===== config.mk =====
export PLATFORM = sky130hd
export DESIGN_NAME = hhg_ctrl
export DESIGN_NICKNAME = d
export VERILOG_FILES = /design/src/hdl/hhg_pkg.sv /design/src/hdl/hhg_ctrl.sv
export SDC_FILE = /design/constraint.sdc
export NUM_CORES = 1
export LEC_CHECK = 0
export ABC_CLOCK_PERIOD_IN_PS = 3780
export BUFFER_PORTS_ARGS = -buffer_cell sky130_fd_sc_hd__buf_4
export CELL_PAD_IN_SITES_DETAIL_PLACEMENT = 1
export CELL_PAD_IN_SITES_GLOBAL_PLACEMENT = 1
export CORE_UTILIZATION = 38
export CTS_BUF_LIST = sky130_fd_sc_hd__clkbuf_16
export DETAILED_ROUTE_END_ITERATION = 12
export HOLD_SLACK_MARGIN = 0.12
export MAX_ROUTING_LAYER = met4
export PLACE_DENSITY = 0.92
export SETUP_SLACK_MARGIN = 0.02
export SYNTH_ARGS = -nofsm -noshare
export SYNTH_HDL_FRONTEND = slang
export SYNTH_SLANG_ARGS = --single-unit

===== constraint.sdc =====
create_clock -name clk -period 3.78 [get_ports clk]
set_input_delay 0.756 -clock clk [delete_from_list [all_inputs] [get_ports clk]]
set_output_delay 0.756 -clock clk [all_outputs]
set_load 0.01 [all_outputs]

===== src/hdl/hhg_pkg.sv =====
// Shared types and constants of the HSV hue gradient generator.
// Used by the controller, the datapath, the divider and the top level.
package hhg_pkg;

	localparam int MAX_INNER_DEF = 62;
	localparam int COUNT_W = 6;
	localparam int CHAN_W = 8;
	localparam int DIV_NUM_W = 26;
	localparam int DIV_DEN_W = 10;
	localparam int ACC_W = 28;
	localparam int Q_FRAC = 16;
	localparam logic signed [ACC_W-1:0] HUE_FULL_Q = 28'sd23592960;
	localparam logic [ACC_W-1:0] ROUND_HALF = 28'd32768;
	localparam logic [28:0] CH_RECIP = 29'(((64'd1 << 48) + 64'd599999) / 64'd600000);
	localparam logic [16:0] V_RECIP = 17'(((64'd1 << 25) + 64'd509) / 64'd510);

	typedef enum logic [3:0] {
		OP_H1, OP_S1, OP_H2, OP_S2, OP_DH, OP_DS, OP_DV
	} op_t;

	typedef enum logic [1:0] {
		SEL_START, SEL_INNER, SEL_END
	} out_sel_t;

	typedef struct packed {
		logic     load_in;
		logic     div_start;
		op_t      op;
		logic     prep;
		logic     init;
		logic     step;
		logic     conv1;
		logic     conv2;
		logic     conv3;
		logic     out_load;
		out_sel_t out_sel;
	} cmd_t;

	typedef struct packed {
		logic div_done;
		logic out_free;
		logic n_zero;
		logic last_inner;
	} sts_t;

endpackage


===== src/hdl/hhg_ctrl.sv =====
// Controller state machine that sequences divisions, steps and emission.
// Depends on hhg_pkg for the command and status types.
module hhg_ctrl (
	input  logic          clk,
	input  logic          arst_n,
	input  logic          in_valid,
	output logic          in_stall,
	input  hhg_pkg::sts_t sts,
	output hhg_pkg::cmd_t cmd
);

	typedef enum logic [3:0] {
		S_IDLE, S_START, S_DIV, S_WAIT, S_PREP, S_INIT, S_STEP,
		S_CONV1, S_CONV2, S_CONV3, S_EMIT, S_END
	} state_t;

	state_t state_q, state_d;
	hhg_pkg::op_t op_q, op_d;

	always_comb begin
		cmd = '0;
		cmd.op = op_q;
		state_d = state_q;
		op_d = op_q;
		case (state_q)
			S_IDLE: begin
				cmd.load_in = in_valid;
				if (in_valid) state_d = S_START;
			end
			S_START: begin
				if (sts.out_free) begin
					cmd.out_load = 1'b1;
					cmd.out_sel = hhg_pkg::SEL_START;
					op_d = hhg_pkg::OP_H1;
					state_d = sts.n_zero ? S_END : S_DIV;
				end
			end
			S_DIV: begin
				cmd.div_start = 1'b1;
				state_d = S_WAIT;
			end
			S_WAIT: begin
				if (sts.div_done) begin
					if (op_q == hhg_pkg::OP_S2) state_d = S_PREP;
					else if (op_q == hhg_pkg::OP_DV) state_d = S_INIT;
					else begin
						op_d = hhg_pkg::op_t'(op_q + 4'd1);
						state_d = S_DIV;
					end
				end
			end
			S_PREP: begin
				cmd.prep = 1'b1;
				op_d = hhg_pkg::OP_DH;
				state_d = S_DIV;
			end
			S_INIT: begin
				cmd.init = 1'b1;
				state_d = S_STEP;
			end
			S_STEP: begin
				cmd.step = 1'b1;
				state_d = S_CONV1;
			end
			S_CONV1: begin
				cmd.conv1 = 1'b1;
				state_d = S_CONV2;
			end
			S_CONV2: begin
				cmd.conv2 = 1'b1;
				state_d = S_CONV3;
			end
			S_CONV3: begin
				cmd.conv3 = 1'b1;
				state_d = S_EMIT;
			end
			S_EMIT: begin
				if (sts.out_free) begin
					cmd.out_load = 1'b1;
					cmd.out_sel = hhg_pkg::SEL_INNER;
					state_d = sts.last_inner ? S_END : S_STEP;
				end
			end
			S_END: begin
				if (sts.out_free) begin
					cmd.out_load = 1'b1;
					cmd.out_sel = hhg_pkg::SEL_END;
					state_d = S_IDLE;
				end
			end
			default: state_d = S_IDLE;
		endcase
	end

	always_ff @(posedge clk or negedge arst_n) begin
		if (!arst_n) begin
			state_q <= S_IDLE;
			op_q <= hhg_pkg::OP_H1;
		end else begin
			state_q <= state_d;
			op_q <= op_d;
		end
	end

	assign in_stall = (state_q != S_IDLE);

endmodule


==> impl_metrics.toml <==
[run_status]
outcome = "complete, no violations"

[synth]
syn_nets = 104
synth_edf_count = 0
yosysTopAreaCell = "dfrtp_1"
netlist_top_cells_area = "dfrtp_1 27%, nand2b_1 6.7%, nor2_1 6.1%"
synth.most_common_cell = "nor2_1"
synth_cell_types = 36
async_reset_ff_share_pct = 100
syn_avg_cell_area_um2 = 7.82
postSynthCellCount = 95
synth_area_um2 = 743
ys_warn_count = 0
synth_common_cells = "12 x nor2_1, 8 x dfrtp_1, 8 x nand2b_1"
ys_seq_area_share_pct = 26.9
yosys_register_bits = 8
synth_top_area_share_pct = 26.9
ys.flop_type = "dfrtp_1"

[setup_path]
crit_family = "flip-flops"
cp_max_fo = 18
cp_num_buf_inv = 1
timing.rr.start = "state_q[1]"
critical_path.cell_chain = "nand2b_1 > nor3_1 > buf_4"
worstRegToRegCells = 4
r2r_end = "op_q[1]"
r2r_slack_ps = 2060
cp-end-kind = "output pin"
slowest_stage = "dfrtp_1"
critPathLaunchType = "flip-flop"
required_ps = 3020
crit_arrival_ps = 1560
crit_type = "reg2out"
cpPeakStageDelay_ps = 680
path_depth = 3

[finish]
seqCellArea_um2 = 200
final_nets = 124
syn_to_final_growth_pct = 29.8
fillers = 231
layout-drive-gt1-share_pct = 26.5
multi_input_area_um2 = 474
num_antenna_cells = 0

[power]
seq_power_share_pct = 28.0
powerDensity_nw_per_um2 = 806
p_clk_share_pct = 23.0
p_int_uw = 434
power.leakage_nw = 0.424
power_frac_comb_pct = 48.9
switchingPower_uw = 343
sw_frac_of_total_pct = 44.1
peakVddDrop_uv = 356

[clock_network]
path_clk_slew_ps = 40
holdBufCountCts = 0
cts_root_buf = "clkbuf_16"
clk_path_buf_depth = 2
cts_resized = 0
cts_made_buffers = 3
clock_latency_ps = 230
cts_tree = "built"
cts_setup_buffers = 0
cts_num_sinks = 8
ctsHtreeMaxLevel = 1

[sta]
skew_ps = 0.387
finalCritPeriodShare_pct = 61.3
hold_violations = 0
worst_slew_pin_slew_ps = 558
drv_slew = 0
min_period_ps = 2320
whs_ps = 330
setup_tns_ps = 0
rsz0062_at_grt = "no"
slew-limit-headroom_pct = 62.8
setup_viol = 0
fmax_mhz = 431

[placement]
portBuffers = 22
hpwl_mm = 1.47
gp_congestion = 0.795

[global_routing]
grt_pass1_vias = 684
grt_max_degree = 19
grt_usage_pct = 23.2
antenna_found_initial = 0
grt_pass1_wl_mm = 3.28
grt_overflow = 0

[drt]
drcViolationCount = 0
wl_per_cell_um = 14.7
drt_iter0_markers = 15
routed_wl_mm = 2.04
vias = 771
firstDrtPassIters = 4
routed_via_density = 5.59
ant_nets = 0

[worst_hold_path]
worstHoldPathType = "in2async"

[die]
die_area_um2 = 2140
die_w_um = 46.2
core_um2 = 1780
ios = 23
num_rows = 15
die_h_um = 46.2
start_util_pct = 41.7

[run]
maxCapViolations = 0
[worst register-to-register path: cells and delay by family, from the launching register on]
kind	cells	cell delay, ps
AO/OA/AOI/OAI	3	530
flip-flops	1	680
multiplexers	1	410
[power groups by stage]
stage	registers [mW]	logic, mW	clock network [mW]
after global placement	0.213	0.363	0
after global routing	0.226	0.427	0.189
final	0.218	0.380	0.179
after detailed placement	0.217	0.375	0
after floorplan	0.152	0.334	0
after CTS	0.217	0.380	0.183
[routing by layer]
layer	global-route usage, %	up-vias	routed length [um]
met2	32.4	14	989
met5	-	-	0
met1	30.5	368	937
li1	-	383	-
met3	5.88	6	62
met4	12.4	0	45
[layout by cell type, fill, tap and decap left out, types with 4 or more instances in the layout]
cell type   n
dfrtp_1     8
buf_4      22
nand2_1     6
nand2b_1    8
nor2_1     12
inv_1       5
nor3_1      4
a21oi_1     7
[how the worst max path moves through the flow]
stage / start / to / slack [ps]
2_1_floorplan: state_q[3] / cmd[2] / 1830
3_3_place_gp: state_q[3] / cmd[4] / 1780
5_1_grt: state_q[0] / cmd[2] / 1350
3_5_place_dp: state_q[0] / cmd[2] / 1740
6_report: state_q[1] / cmd[13] / 1460
4_1_cts: state_q[0] / cmd[2] / 1480
[logic make-up after synthesis]
kind of cell               count (synthesis)  share of synthesized area (%)
AOI/OAI and AO/OA                         24                           22.2
adders and majority gates                  2                           3.37
buffers and inverters                     12                           9.26
DFF                                        8                           26.9
muxes                                      4                           5.56
and+or+nand+nor                           45                           32.7
[flip-flops by register name (all words and copies together) (netlist names)]
register  cells
op_q          4
state_q       4
[area by class of cell]
class / count / area share [%]
well taps: 25 / 3.24
repair buffers: 22 / 17.1
multi-input cells: 75 / 49.2
inverters: 5 / 1.95
flip-flops and latches: 8 / 20.8
clock buffers: 3 / 7.78
[through the flow]
step / area, um^2 / setup slack [ps] / std cells / utilization, % / power (mW)
final: 965 / 1460 / 138 / 54.1 / 0.777
after global placement: 890 / 1780 / 135 / 49.9 / 0.576
after CTS: 965 / 1480 / 138 / 54.1 / 0.780
after detailed placement: 890 / 1740 / 135 / 49.9 / 0.592
after global routing: 965 / 1350 / 138 / 54.1 / 0.842
after floorplan: 743 / 1830 / 95 / - / 0.486
No activity file was read; power rests on OpenSTA's default activity.
